==> src/hw/rtl/vsql_pkg.sv <==
// shared types, constants and register indexes of the quote ladder
package vsql_pkg;

   localparam int WINDOW_MAX      = 64;
   localparam int LEVELS_MAX      = 8;
   localparam int PRICE_FRAC_BITS = 16;

   localparam int PRICE_W  = 32 + PRICE_FRAC_BITS;
   localparam int RING_AW  = $clog2(WINDOW_MAX);
   localparam int FILL_W   = $clog2(WINDOW_MAX + 1);

   localparam int LEVEL_W  = 4;
   localparam int QTY_W    = 19;
   localparam int DEPTH_W  = 16;
   localparam int Q24_W    = 24;
   localparam int ONE_Q24  = 1 << Q24_W;

   // returns are signed q15.32
   localparam int RET_INT_W  = 15;
   localparam int RET_FRAC_W = 32;
   localparam int RET_W      = RET_INT_W + RET_FRAC_W + 1;
   localparam logic [RET_W-2:0] RET_MAX = '1;
   localparam int SUM_W      = RET_W + RING_AW;

   localparam int AD_W       = 32;
   localparam int SQ_W       = 2 * AD_W;
   localparam int VOL_W      = 24;
   localparam int GPROD_W    = 2 * VOL_W;
   localparam int GAIN_FRAC  = 16;

   localparam int DIV_NUM_W  = 64;
   localparam int STEP_W     = $clog2(DIV_NUM_W + 1);

   localparam int HS_W       = 33;
   localparam int DIST_W     = HS_W + LEVEL_W;
   localparam int FACT_W     = DIST_W + 1;
   localparam int CHUNK_W    = 16;
   localparam int CHUNKS     = (PRICE_W + CHUNK_W - 1) / CHUNK_W;
   localparam int CHUNK_CW   = $clog2(CHUNKS);
   localparam int PAD_W      = CHUNKS * CHUNK_W;
   localparam int ACC_W      = PAD_W + FACT_W + 1;
   localparam logic [PRICE_W-1:0] PRICE_MAX = '1;

   localparam int CSR_IDX_W  = 3;
   localparam int CSR_DATA_W = 24;
   localparam logic [CSR_IDX_W-1:0] REG_BASE_SPREAD   = 3'd0;
   localparam logic [CSR_IDX_W-1:0] REG_VOL_GAIN      = 3'd1;
   localparam logic [CSR_IDX_W-1:0] REG_LEVEL_COUNT   = 3'd2;
   localparam logic [CSR_IDX_W-1:0] REG_DEPTH_UNIT    = 3'd3;
   localparam logic [CSR_IDX_W-1:0] REG_WINDOW_LENGTH = 3'd4;

   localparam logic SIDE_BID = 1'b0;
   localparam logic SIDE_ASK = 1'b1;

   typedef struct packed {
      logic [23:0]        base_spread;
      logic [23:0]        vol_gain;
      logic [LEVEL_W-1:0] level_count;
      logic [DEPTH_W-1:0] depth_unit;
      logic [6:0]         window_length;
   } cfg_type;

   typedef struct packed {
      logic                 start;
      logic [PRICE_W-1:0]   rem_init;
      logic [DIV_NUM_W-1:0] num;
      logic [STEP_W-1:0]    steps;
      logic [PRICE_W-1:0]   divisor;
   } div_req_type;

   typedef struct packed {
      logic                 done;
      logic [DIV_NUM_W-1:0] quot;
   } div_rsp_type;

   typedef struct packed {
      logic [PRICE_W-1:0] mid;
      logic [HS_W-1:0]    hs;
      logic [LEVEL_W-1:0] levels;
   } job_type;

endpackage

==> src/hw/rtl/vsql_fifo.sv <==
// two-entry job queue between front and back
module vsql_fifo (
   input  logic              clock,
   input  logic              reset,
   input  logic              push,
   input  vsql_pkg::job_type push_data,
   output logic              full,
   input  logic              pop,
   output vsql_pkg::job_type pop_data,
   output logic              empty
);

   vsql_pkg::job_type entry_ff [2];
   logic              wp_ff, rp_ff;
   logic [1:0]        cnt_ff;

   always_ff @(posedge clock) begin
      if (push)
         entry_ff[wp_ff] <= push_data;
   end

   always_ff @(posedge clock) begin
      if (reset) begin
         wp_ff  <= 1'b0;
         rp_ff  <= 1'b0;
         cnt_ff <= 2'd0;
      end else begin
         if (push)
            wp_ff <= ~wp_ff;
         if (pop)
            rp_ff <= ~rp_ff;
         cnt_ff <= cnt_ff + {1'b0, push} - {1'b0, pop};
      end
   end

   assign full     = (cnt_ff == 2'd2);
   assign empty    = (cnt_ff == 2'd0);
   assign pop_data = entry_ff[rp_ff];

   a_no_overflow: assert property (@(posedge clock) disable iff (reset) push |-> !full)
      else $error("job queue written while full");
   a_no_underflow: assert property (@(posedge clock) disable iff (reset) pop |-> !empty)
      else $error("job queue read while empty");

endmodule

==> config.mk <==
export PLATFORM = sky130hd
export DESIGN_NAME = vsql_fifo
export DESIGN_NICKNAME = d
export VERILOG_FILES = /design/src/hw/rtl/vsql_pkg.sv /design/src/hw/rtl/vsql_fifo.sv
export SDC_FILE = /design/constraint.sdc
export NUM_CORES = 1
export LEC_CHECK = 0
export BUFFER_PORTS_ARGS = -buffer_cell sky130_fd_sc_hd__buf_2
export CAP_MARGIN = 25
export CORE_ASPECT_RATIO = 1.1
export CORE_MARGIN = 4
export CORE_UTILIZATION = 56
export DETAILED_ROUTE_END_ITERATION = 10
export GPL_TIMING_DRIVEN = 0
export PLACE_DENSITY = 0.85
export SYNTH_ARGS = -nofsm -noshare
export SYNTH_HDL_FRONTEND = slang
export SYNTH_SLANG_ARGS = --single-unit
==> constraint.sdc <==
create_clock -name clock -period 9.5 [get_ports clock]
set_input_delay 1.9 -clock clock [delete_from_list [all_inputs] [get_ports clock]]
set_output_delay 1.9 -clock clock [all_outputs]
set_load 0.005 [all_outputs]
==> summary.md <==
| Metric | Value |
|---|---|
| Status | `finished clean` |
| Diode count | `0` |
| Layout cell share with drive strength beyond 1 | `about half` |
| Antenna violations before repair | `1` |
| Crit path max-delay cell type | `dfxtp_1` |
| Unrepaired setup endpoints after global routing | `false` |
| Clock latency on the worst-skew pair | `~410 ps` |
| P_leak | `a little over 3 nW` |
| Post-DRT Antenna Nets | `0` |
| Clk root buf | `clkbuf_16` |
| Mux contribution to synthesized area | `between 10% and 20%` |
| Post-DR wirelength/cell | `between 15 and 20 µm` |
| CTS buffer count | `17` |
| Via density | `roughly 5.0` |
| Critical-path cell list | `buf_4 > buf_6 > mux2_1 > buf_2` |
| Maximum operating frequency | `about 0.28 GHz` |
| Synthesized area | `roughly 6400 µm²` |
| CTS tree | `done` |
| Complex-gate fraction of the synthesized area | `0%` |
| Io pins | `roughly 180` |
| Pin count of the biggest net entering global routing | `47` |
| Clock Path Buffers | `2` |
| Tcrit/Tclk final | `37.9%` |
| Power Density | `approximately 220 nW/µm²` |
| Grt ovf | `0` |
| Final #Nets | `between 500 and 600` |
| Filler cells | `between 600 and 700` |
| Final Hold Vio Count | `0` |
| Mean Syn Cell Area | `about 22 µm²` |
| Post-CTS Setup Inserts | `0` |
| Maximum VDD drop | `approximately 130 µV` |
| CTS resizes | `0` |
| Worst slew pin tran | `just under 600 ps` |
| # DRC | `0` |
| Cell count after placement | `611` |
| CTS sink cnt | `between 150 and 200` |
| Vias | `~3,200` |
| Initial core utilization | `between 50% and 60%` |
| Htree depth | `4` |
| Largest family of logic cells by synthesized area | `multiplexers` |
| Nature of the critical path startpoint | `flop` |
| TNS Setup | `0 ps` |
| Net Count, Synth | `376` |
| Most frequent cells in the layout | `178 x buf_2, 170 x edfxtp_1, 50 x mux2_1` |
| Worst path required time | `approximately 7600 ps` |
| Final setup fails | `0` |
| Layout Cells excl Fill | `between 600 and 700` |
| First drt pass iteration count | `6` |
| Clock slew at reported path FFs | `around 60 ps` |
| # rows | `40` |
| WL final | `between 10,000 and 15,000 µm` |
| Final min period | `~3600 ps` |
| Floorplan core area | `~11,000 µm²` |
| DR iter-0 viols | `approximately 140` |
| Post-Synth Simple-Gate Area | `less than 1%` |
| Worst min path class | `flop to flop` |
| Die H | `roughly 120 µm` |
| Slew headroom | `61.1%` |
| RD Place Congestion | `between 0.7 and 0.8` |
| YS warnings | `0` |
| Area grow syn2layout | `27.9%` |
| Synth Area in Adders | `less than 1%` |
| Pins over their slew limit | `0` |
| Max_cap viols | `0` |
| Critical path fanouts, max | `10` |
| Final clock skew | `7.02 ps` |
| WP data arrival | `around 1700 ps` |
| Count of buffers from port buffering | `between 150 and 200` |
| Seq/Total Area, Yosys | `between 80% and 90%` |
| Kind of critical path | `flop to output port` |
| Post-Synthesis Cells | `between 200 and 300` |
| Commonest non-fill, non-tap cell in the layout | `buf_2` |
| Die Width | `approximately 110 µm` |
| Total GRT Usage | `between 10% and 20%` |
| Post-layout util | `between 70% and 80%` |
| Vias in the first global route | `between 3,000 and 4,000` |
| Post-synthesis register bit count | `about 180` |
| First-pass GRT wire length | `around 17,000 µm` |
| Synth Area in XOR/XNOR | `less than 1%` |
| Slowest stage delay, CP | `between 300 and 400 ps` |
| Crit path capture type | `output port` |
| Cts hold-fix bufs | `0` |
| Die area | `13,100 µm²` |
| Post-synthesis cell type count | `14` |
| Post-DP HPWL | `7820 µm` |
## registers in the layout, indices dropped and copies added, names as in the netlist, named ones only
name / flops
rp_ff: 1
wp_ff: 1
cnt_ff: 2
entry_ff: 170
## metal layers
layer,vias up,global-route usage [%],wire [µm],part of all wire [%]
li1,1517,-,-,-
met2,125,31.0,5990,54
met5,-,0,12,0.11
met3,14,5.86,940,8.4
met4,2,7.01,151,1.4
met1,1581,18.9,4070,36
## final timing paths
check	slack [ps]	cells after the start	start	to
worst max-delay path	5900	4	flop	pop_data[69]
worst min-delay path	540	2	rp_ff$_SDFFE_PP0P_	flop
worst max register to register	7840	2	wp_ff$_SDFFE_PP0P_	entry_ff[1][60]$_DFFE_PP_
worst min register to register	540	2	rp_ff$_SDFFE_PP0P_	flop
## final cells by class
| class | count | area, µm² | share of cell area [%] |
|---|---|---|---|
| repair buffers | 179 | 971 | 11.9 |
| clock inverters | 15 | 181 | 2.23 |
| clock buffers | 17 | 425 | 5.23 |
| flip-flops and latches | 175 | 5200 | 64.0 |
| plain buffers | 9 | 78.8 | 0.970 |
| inverters | 2 | 7.51 | 0.0924 |
| multi-input cells | 99 | 1080 | 13.2 |
| well taps | 147 | 184 | 2.26 |
## critical path, delay by kind of cell, from the launching register on
family,cells,cell delay [ps]
DFF,1,380
muxes,1,340
buffers and inverters,3,550
## cells by family after synthesis
logic type,count (synthesis)
flops,175
mux,85
buf+inv,11
simple gates,9
xor+xnor,3
fa+ha+maj,2
## report_power, final
group	internal (mW)	leakage [nW]	switching [mW]
clock network	0.418	0.296	0.282
registers	0.901	1.64	0.0119
logic	0.0908	1.18	0.0839
total	1.41	3.11	0.377
## Yosys cell counts
cell type  number  area [µm²]
buf_2           3        15.0
xnor3_1         1        22.5
dfxtp_1         5         100
mux2_1         50         563
mux2_2         35         394
edfxtp_1      170        5100
ha_1            2        25.0
and2_1          1        6.26
buf_4           1        7.51
xnor2_1         2        17.5
nor2b_1         3        18.8
nor2_1          5        18.8
inv_1           2        7.51
buf_6           5        56.3
## stage by stage
| stage | instance area (µm²) | setup slack, ps | hold slack, ps | power, mW |
|---|---|---|---|---|
| final | 8130 | 5900 | 540 | 1.79 |
| after global routing | 8130 | 5800 | 558 | 1.87 |
| after CTS | 8130 | 5850 | 539 | 1.80 |
| after detailed placement | 7520 | 6250 | 516 | 1.11 |
| after global placement | 7420 | 1410 | 499 | 1.10 |
| after floorplan | 6360 | 3350 | 480 | 1.02 |
(Power assumes the default switching activity.)
