`src/hw/rtl/vsql_pkg.sv`:
```
// shared types, constants and register indexes of the quote ladder
package vsql_pkg;

   localparam int WINDOW_MAX      = 64;
   localparam int LEVELS_MAX      = 8;
   localparam int PRICE_FRAC_BITS = 16;

   localparam int PRICE_W  = 32 + PRICE_FRAC_BITS;
   localparam int RING_AW  = $clog2(WINDOW_MAX);
   localparam int FILL_W   = $clog2(WINDOW_MAX + 1);

   localparam int LEVEL_W  = 4;
   localparam int QTY_W    = 19;
   localparam int DEPTH_W  = 16;
   localparam int Q24_W    = 24;
   localparam int ONE_Q24  = 1 << Q24_W;

   // returns are signed q15.32
   localparam int RET_INT_W  = 15;
   localparam int RET_FRAC_W = 32;
   localparam int RET_W      = RET_INT_W + RET_FRAC_W + 1;
   localparam logic [RET_W-2:0] RET_MAX = '1;
   localparam int SUM_W      = RET_W + RING_AW;

   localparam int AD_W       = 32;
   localparam int SQ_W       = 2 * AD_W;
   localparam int VOL_W      = 24;
   localparam int GPROD_W    = 2 * VOL_W;
   localparam int GAIN_FRAC  = 16;

   localparam int DIV_NUM_W  = 64;
   localparam int STEP_W     = $clog2(DIV_NUM_W + 1);

   localparam int HS_W       = 33;
   localparam int DIST_W     = HS_W + LEVEL_W;
   localparam int FACT_W     = DIST_W + 1;
   localparam int CHUNK_W    = 16;
   localparam int CHUNKS     = (PRICE_W + CHUNK_W - 1) / CHUNK_W;
   localparam int CHUNK_CW   = $clog2(CHUNKS);
   localparam int PAD_W      = CHUNKS * CHUNK_W;
   localparam int ACC_W      = PAD_W + FACT_W + 1;
   localparam logic [PRICE_W-1:0] PRICE_MAX = '1;

   localparam int CSR_IDX_W  = 3;
   localparam int CSR_DATA_W = 24;
   localparam logic [CSR_IDX_W-1:0] REG_BASE_SPREAD   = 3'd0;
   localparam logic [CSR_IDX_W-1:0] REG_VOL_GAIN      = 3'd1;
   localparam logic [CSR_IDX_W-1:0] REG_LEVEL_COUNT   = 3'd2;
   localparam logic [CSR_IDX_W-1:0] REG_DEPTH_UNIT    = 3'd3;
   localparam logic [CSR_IDX_W-1:0] REG_WINDOW_LENGTH = 3'd4;

   localparam logic SIDE_BID = 1'b0;
   localparam logic SIDE_ASK = 1'b1;

   typedef struct packed {
      logic [23:0]        base_spread;
      logic [23:0]        vol_gain;
      logic [LEVEL_W-1:0] level_count;
      logic [DEPTH_W-1:0] depth_unit;
      logic [6:0]         window_length;
   } cfg_type;

   typedef struct packed {
      logic                 start;
      logic [PRICE_W-1:0]   rem_init;
      logic [DIV_NUM_W-1:0] num;
      logic [STEP_W-1:0]    steps;
      logic [PRICE_W-1:0]   divisor;
   } div_req_type;

   typedef struct packed {
      logic                 done;
      logic [DIV_NUM_W-1:0] quot;
   } div_rsp_type;

   typedef struct packed {
      logic [PRICE_W-1:0] mid;
      logic [HS_W-1:0]    hs;
      logic [LEVEL_W-1:0] levels;
   } job_type;

endpackage

```
`src/hw/rtl/vsql_back.sv`:
```
// back end: walks the levels and prices each bid and ask
module vsql_back (
   input  logic                         clock,
   input  logic                         reset,
   input  vsql_pkg::cfg_type            cfg,
   input  logic                         empty,
   input  vsql_pkg::job_type            pop_data,
   output logic                         pop,
   output logic                         rsp_valid,
   input  logic                         rsp_stall,
   output logic                         rsp_quote_side,
   output logic [vsql_pkg::PRICE_W-1:0] rsp_quote_price,
   output logic [vsql_pkg::QTY_W-1:0]   rsp_quote_qty,
   output logic [vsql_pkg::LEVEL_W-1:0] rsp_quote_level,
   output logic                         rsp_last_quote
);

   typedef enum logic [1:0] {B_IDLE, B_SETUP, B_MUL, B_OUT} back_state_type;

   back_state_type state_ff;

   logic [vsql_pkg::PRICE_W-1:0]  mid_ff;
   logic [vsql_pkg::HS_W-1:0]     hs_ff;
   logic [vsql_pkg::LEVEL_W-1:0]  levels_ff, lv_ff;
   logic [vsql_pkg::DIST_W-1:0]   dist_ff;
   logic [vsql_pkg::QTY_W-1:0]    qty_ff;
   logic                          side_ff;
   logic [vsql_pkg::ACC_W-1:0]    acc_ff;
   logic [vsql_pkg::CHUNK_CW-1:0] chunk_ff;

   logic                          rsp_valid_ff, rsp_side_ff, rsp_last_ff;
   logic [vsql_pkg::PRICE_W-1:0]  rsp_price_ff;
   logic [vsql_pkg::QTY_W-1:0]    rsp_qty_ff;
   logic [vsql_pkg::LEVEL_W-1:0]  rsp_level_ff;
   logic                          rsp_valid_in;

   logic [vsql_pkg::PAD_W-1:0]    mid_pad;
   logic [vsql_pkg::CHUNK_W-1:0]  chunk_val;
   logic [vsql_pkg::FACT_W-1:0]   fac;
   logic [vsql_pkg::CHUNK_W+vsql_pkg::FACT_W-1:0] part;
   logic [vsql_pkg::ACC_W-1:0]    rnd;
   logic [vsql_pkg::PRICE_W-1:0]  price;
   logic                          out_free, bid_far, drop, last;

   always_comb begin
      mid_pad   = vsql_pkg::PAD_W'(mid_ff);
      chunk_val = mid_pad[chunk_ff*vsql_pkg::CHUNK_W +: vsql_pkg::CHUNK_W];
      fac = (side_ff == vsql_pkg::SIDE_ASK)
          ? vsql_pkg::FACT_W'(vsql_pkg::ONE_Q24) + vsql_pkg::FACT_W'(dist_ff)
          : vsql_pkg::FACT_W'(vsql_pkg::ONE_Q24) - vsql_pkg::FACT_W'(dist_ff);
      part = {{vsql_pkg::FACT_W{1'b0}}, chunk_val} * {{vsql_pkg::CHUNK_W{1'b0}}, fac};
      // round half up to the price lsb, then saturate
      rnd   = (acc_ff + vsql_pkg::ACC_W'(1 << (vsql_pkg::Q24_W - 1))) >> vsql_pkg::Q24_W;
      price = (rnd > {{(vsql_pkg::ACC_W-vsql_pkg::PRICE_W){1'b0}}, vsql_pkg::PRICE_MAX})
            ? vsql_pkg::PRICE_MAX : rnd[vsql_pkg::PRICE_W-1:0];
      bid_far  = |dist_ff[vsql_pkg::DIST_W-1:vsql_pkg::Q24_W];
      drop     = (side_ff == vsql_pkg::SIDE_BID) && (price == '0);
      last     = (side_ff == vsql_pkg::SIDE_ASK) && (lv_ff == levels_ff);
      out_free = !rsp_valid_ff || !rsp_stall;
      rsp_valid_in = ((state_ff == B_OUT) && !drop && out_free) ||
                     (rsp_valid_ff && rsp_stall);
   end

   assign pop = (state_ff == B_IDLE) && !empty;

   always_ff @(posedge clock) begin
      if (reset) begin
         state_ff     <= B_IDLE;
         rsp_valid_ff <= 1'b0;
      end else begin
         rsp_valid_ff <= rsp_valid_in;
         unique case (state_ff)
            B_IDLE: begin
               if (!empty) begin
                  mid_ff    <= pop_data.mid;
                  hs_ff     <= pop_data.hs;
                  levels_ff <= pop_data.levels;
                  dist_ff   <= vsql_pkg::DIST_W'(pop_data.hs);
                  qty_ff    <= vsql_pkg::QTY_W'(cfg.depth_unit);
                  lv_ff     <= vsql_pkg::LEVEL_W'(1);
                  side_ff   <= vsql_pkg::SIDE_BID;
                  state_ff  <= B_SETUP;
               end
            end
            B_SETUP: begin
               if (side_ff == vsql_pkg::SIDE_BID && bid_far) begin
                  side_ff <= vsql_pkg::SIDE_ASK;
               end else begin
                  acc_ff   <= '0;
                  chunk_ff <= '0;
                  state_ff <= B_MUL;
               end
            end
            B_MUL: begin
               acc_ff   <= acc_ff + (vsql_pkg::ACC_W'(part) << (chunk_ff * vsql_pkg::CHUNK_W));
               chunk_ff <= chunk_ff + 1'b1;
               if (chunk_ff == vsql_pkg::CHUNK_CW'(vsql_pkg::CHUNKS - 1))
                  state_ff <= B_OUT;
            end
            B_OUT: begin
               if (drop || out_free) begin
                  if (!drop) begin
                     rsp_side_ff  <= side_ff;
                     rsp_price_ff <= price;
                     rsp_qty_ff   <= qty_ff;
                     rsp_level_ff <= lv_ff;
                     rsp_last_ff  <= last;
                  end
                  if (side_ff == vsql_pkg::SIDE_BID) begin
                     side_ff  <= vsql_pkg::SIDE_ASK;
                     state_ff <= B_SETUP;
                  end else if (last) begin
                     state_ff <= B_IDLE;
                  end else begin
                     lv_ff    <= lv_ff + 1'b1;
                     dist_ff  <= dist_ff + vsql_pkg::DIST_W'(hs_ff);
                     qty_ff   <= qty_ff + vsql_pkg::QTY_W'(cfg.depth_unit);
                     side_ff  <= vsql_pkg::SIDE_BID;
                     state_ff <= B_SETUP;
                  end
               end
            end
            default: state_ff <= B_IDLE;
         endcase
      end
   end

   assign rsp_valid       = rsp_valid_ff;
   assign rsp_quote_side  = rsp_side_ff;
   assign rsp_quote_price = rsp_price_ff;
   assign rsp_quote_qty   = rsp_qty_ff;
   assign rsp_quote_level = rsp_level_ff;
   assign rsp_last_quote  = rsp_last_ff;

   a_last_is_ask: assert property (@(posedge clock) disable iff (reset)
      rsp_valid_ff && rsp_last_ff |-> rsp_side_ff == vsql_pkg::SIDE_ASK)
      else $error("last word of a ladder is not an ask");
   a_level_nonzero: assert property (@(posedge clock) disable iff (reset)
      rsp_valid_ff |-> rsp_level_ff != '0)
      else $error("quote with level zero");

endmodule

```
`config.mk`:
```
export PLATFORM = sky130hd
export DESIGN_NAME = vsql_back
export DESIGN_NICKNAME = d
export VERILOG_FILES = /design/src/hw/rtl/vsql_pkg.sv /design/src/hw/rtl/vsql_back.sv
export SDC_FILE = /design/constraint.sdc
export NUM_CORES = 2
export LEC_CHECK = 0
export ABC_CLOCK_PERIOD_IN_PS = 18600
export BUFFER_PORTS_ARGS = -buffer_cell sky130_fd_sc_hd__clkbuf_2
export CAP_MARGIN = 0
export CELL_PAD_IN_SITES_DETAIL_PLACEMENT = 0
export CELL_PAD_IN_SITES_GLOBAL_PLACEMENT = 1
export CORE_ASPECT_RATIO = 0.5
export CORE_MARGIN = 3
export CORE_UTILIZATION = 53
export DETAILED_ROUTE_END_ITERATION = 6
export PLACE_DENSITY_LB_ADDON = 0.1
export SYNTH_ARGS = -nofsm -noshare
export SYNTH_HDL_FRONTEND = slang
export SYNTH_SLANG_ARGS = --single-unit
```
`constraint.sdc`:
```
create_clock -name clock -period 18.6 [get_ports clock]
set_input_delay 0.93 -clock clock [delete_from_list [all_inputs] [get_ports clock]]
set_output_delay 0.93 -clock clock [all_outputs]
set_load 0.005 [all_outputs]
```
==> impl_metrics.py <==
metrics = {
    "setup_path": {
        "worst_path_max_delay_cell": "sky130_fd_sc_hd__xnor2_2",
        "critical_path_peak_fanout": 11,
        "worstSetupPathType": "register to register",
        "startpoint_type": "register",
        "critPathRequiredTime_ns": 18.93,
        "sort_of_element_at_the_end_of_the_critical_path": "register",
        "crit_path_frequent_cell": "sky130_fd_sc_hd__fa_1",
        "stage_delay_of_the_slowest_cell_on_the_critical_path_ns": 0.91,
        "timing.critical_path.arrival_ns": 14.26,
    },
    "global_routing": {
        "grt_pass1_wl_um": 208600,
        "grt_pass1_vias": 35500,
        "global_route.usage.total": 0.3280,
        "gr-total-overflow": 0,
        "antenna_violations_before_repair": 1,
        "grt_max_degree": 69,
    },
    "sta": {
        "final.setup.tns_ns": 0,
        "timing.final.crit_share": 0.7485,
        "clock-skew-final_ns": 0.03911,
        "worst_slack_ns": 4.677,
        "finalWorstPathRequiredPeriod_ns": 13.92,
        "timing.final.hold_violations": 0,
        "rsz0062_at_grt": "false",
        "max_clock_freq_mhz": 71.82,
        "finalSetupViolations": 0,
        "final-max-slew-violation-count": 0,
        "max_slew.worst_pin.slew_ns": 1.292,
        "worst_slew_margin_rel": 0.1325,
    },
    "routing": {
        "avgViaCountPerCell": 5.991,
        "detail_route.wirelength_um": 134100,
        "detail-route-antenna-nets": 0,
        "drt_pre_antenna_iters": 6,
        "dr_total_vias": 35110,
        "drcViolationCount": 0,
        "detailedRoute.firstIterationViolations": 3393,
        "wire_per_inst_um": 22.88,
    },
    "yosys": {
        "yosysMostFrequentCell": "sky130_fd_sc_hd__nand2_1",
        "ys_dominant_reg_cell": "sky130_fd_sc_hd__edfxtp_1",
        "synth_enable_flop_cells": 308,
        "synth.top_cell.area_share": 0.2405,
        "synth.yosys.warnings": 0,
        "ys_ff_latch": 311,
        "post_synth_instance_area_um2": 42040,
        "postSynthNetCount": 5654,
        "post_synthesis_sequential_area_ratio": 0.2214,
        "yosysUniqueCellTypes": 88,
        "synthCells": 4713,
        "netlist_top_cells_area": "sky130_fd_sc_hd__fa_1, sky130_fd_sc_hd__edfxtp_1, sky130_fd_sc_hd__ha_1",
        "synth_commonest_cells": "sky130_fd_sc_hd__nand2_1, sky130_fd_sc_hd__inv_1, sky130_fd_sc_hd__fa_1",
        "async_set_or_reset_register_ratio_after_synthesis": 0,
        "netlist.top_cell.by_area": "sky130_fd_sc_hd__fa_1",
        "syn_area_per_cell_um2": 8.919,
    },
    "clock_network": {
        "cts_tree": "built",
        "max-clock-path-buffers": 3,
        "cts-buffers-inserted": 34,
        "clk_pin_slew_ns": 0.07,
        "cts-root-buf": "sky130_fd_sc_hd__clkbuf_16",
        "source_to_sink_clock_delay_at_the_later_pin_of_the_worst_skew_pair_ns": 0.60,
        "postCtsResizedCells": 0,
        "cts-hold-fix-buffers": 0,
        "clock_sinks": 311,
        "cts.htree.levels": 2,
        "postCtsSetupBuffers": 0,
    },
    "floorplan": {
        "die_width_um": 404.3,
        "fp.dieArea_um2": 82930,
        "pin_count": 239,
        "standard_cell_core_area_um2": 77920,
        "die-height_um": 205.1,
        "row_count": 72,
        "floorplan.initialDensity": 0.5395,
    },
    "placement": {
        "port_buffers": 179,
        "hpwlAfterDp_um": 104400,
        "placement.setup.worst_slack_ns": 5.111,
        "finalWeightedCongestion": 0.9740,
    },
    "worst_hold_path": {
        "holdCritPathClass": "register to register",
    },
    "layout": {
        "nFillCells": 7087,
        "synthToLayoutAreaGrowth_pct": 7.596,
        "layout-drive-gt1-share": 0.08522,
        "area_of_combinational_cells_with_multiple_inputs_um2": 29870,
        "register_area_um2": 9309,
        "num-nets-final": 5739,
        "finalCoreUtilization": 0.5804,
    },
    "outcome": {
        "outcome": "finished clean",
    },
    "flow_run": {
        "timing.max_cap.violations": 0,
    },
}
## layer usage
layer,share of wire,track usage,up-vias,routed length (um)
met5,0,0,-,0
li1,-,-,15950,-
met1,0.44,0.4711,17480,58910
met4,0.031,0.09555,0,4100
met2,0.43,0.4959,1465,57830
met3,0.099,0.07565,206,13220
## stage by stage
stage | hold slack, ns | area, um2 | std cells
2_1_floorplan | 0.4307 | 42040 | 4713
3_3_place_gp | 0.4378 | 44090 | 5798
3_5_place_dp | 0.4416 | 44090 | 5798
4_1_cts | 0.4583 | 45230 | 5859
5_1_grt | 0.4735 | 45230 | 5859
6_report | 0.4565 | 45230 | 5860
## state kept, by name, indices dropped and copies added (netlist names)
register and count:
acc_ff 87, levels_ff 4, qty_ff 19, rsp_quote_qty 19, rsp_quote_level 4, rsp_last_quote 1
side_ff 1, mid_ff 48, rsp_valid 1, hs_ff 33, chunk_ff 2, lv_ff 4
dist_ff 37, state_ff 2, rsp_quote_price 48, rsp_quote_side 1
## critical path: cells and delay by family (launching register included)
| kind | cells | cell delay [ns] |
|---|---|---|
| adders and majority gates | 8 | 3.77 |
| xor gates and xnor gates | 2 | 1.59 |
| muxes | 1 | 0.15 |
| and+or+nand+nor | 10 | 3.39 |
| buffers and inverters | 4 | 0.29 |
| AOI/OAI and AO/OA | 12 | 3.88 |
| DFF | 1 | 0.59 |
## cells in the final DEF (no fill, tap or decap), types with 55 or more instances in the layout
cell                       synthesis  final
sky130_fd_sc_hd__a21o_1          118    116
sky130_fd_sc_hd__a21oi_1         250    244
sky130_fd_sc_hd__and2_1           75     75
sky130_fd_sc_hd__and3_1           55     55
sky130_fd_sc_hd__buf_4             0     69
sky130_fd_sc_hd__clkbuf_2          0    179
sky130_fd_sc_hd__edfxtp_1        308    308
sky130_fd_sc_hd__fa_1            505    505
sky130_fd_sc_hd__ha_1            272    271
sky130_fd_sc_hd__inv_1           583    583
sky130_fd_sc_hd__nand2_1         630    630
sky130_fd_sc_hd__nand3_1          76     76
sky130_fd_sc_hd__nand4_1          62     62
sky130_fd_sc_hd__nor2_1          495    493
sky130_fd_sc_hd__o21ai_0         143    139
sky130_fd_sc_hd__xnor2_1         155    153
sky130_fd_sc_hd__xor2_1          121    119
## final timing paths
check | startpoint | slack [ns] | depth (start not counted) | end
worst max-delay path | dist_ff[3] | 4.68 | 37 | acc_ff[80]
worst min-delay path | qty_ff[5] | 0.46 | 0 | rsp_quote_qty[5]
worst max register to register | dist_ff[3] | 4.68 | 37 | acc_ff[80]
worst min register to register | qty_ff[5] | 0.46 | 0 | rsp_quote_qty[5]
## layout make-up
| cell class | instances | area share |
|---|---|---|
| clock inverters | 22 | 0.005809 |
| repair buffers | 248 | 0.03126 |
| flip-flops and latches | 311 | 0.2058 |
| inverters | 587 | 0.04872 |
| clock buffers | 39 | 0.01923 |
| multi-input cells | 3616 | 0.6605 |
| well taps | 1036 | 0.02866 |
| diodes | 1 | 0.00005533 |
## logic make-up (layout without fill, tap and decap cells)
group	after synthesis	count (layout)	share of synthesized area
other cells	0	1	0
flops	311	311	0.2214
mux	95	95	0.02405
simple gates	1664	1664	0.1814
xor+xnor	276	276	0.05751
compound gates	804	804	0.1236
buf+inv	786	896	0.07051
fa+ha+maj	777	777	0.3215
Power is left out: the tool's default activity adds up to more than one toggle a clock period on the data nets, which glitch-free logic cannot reach.
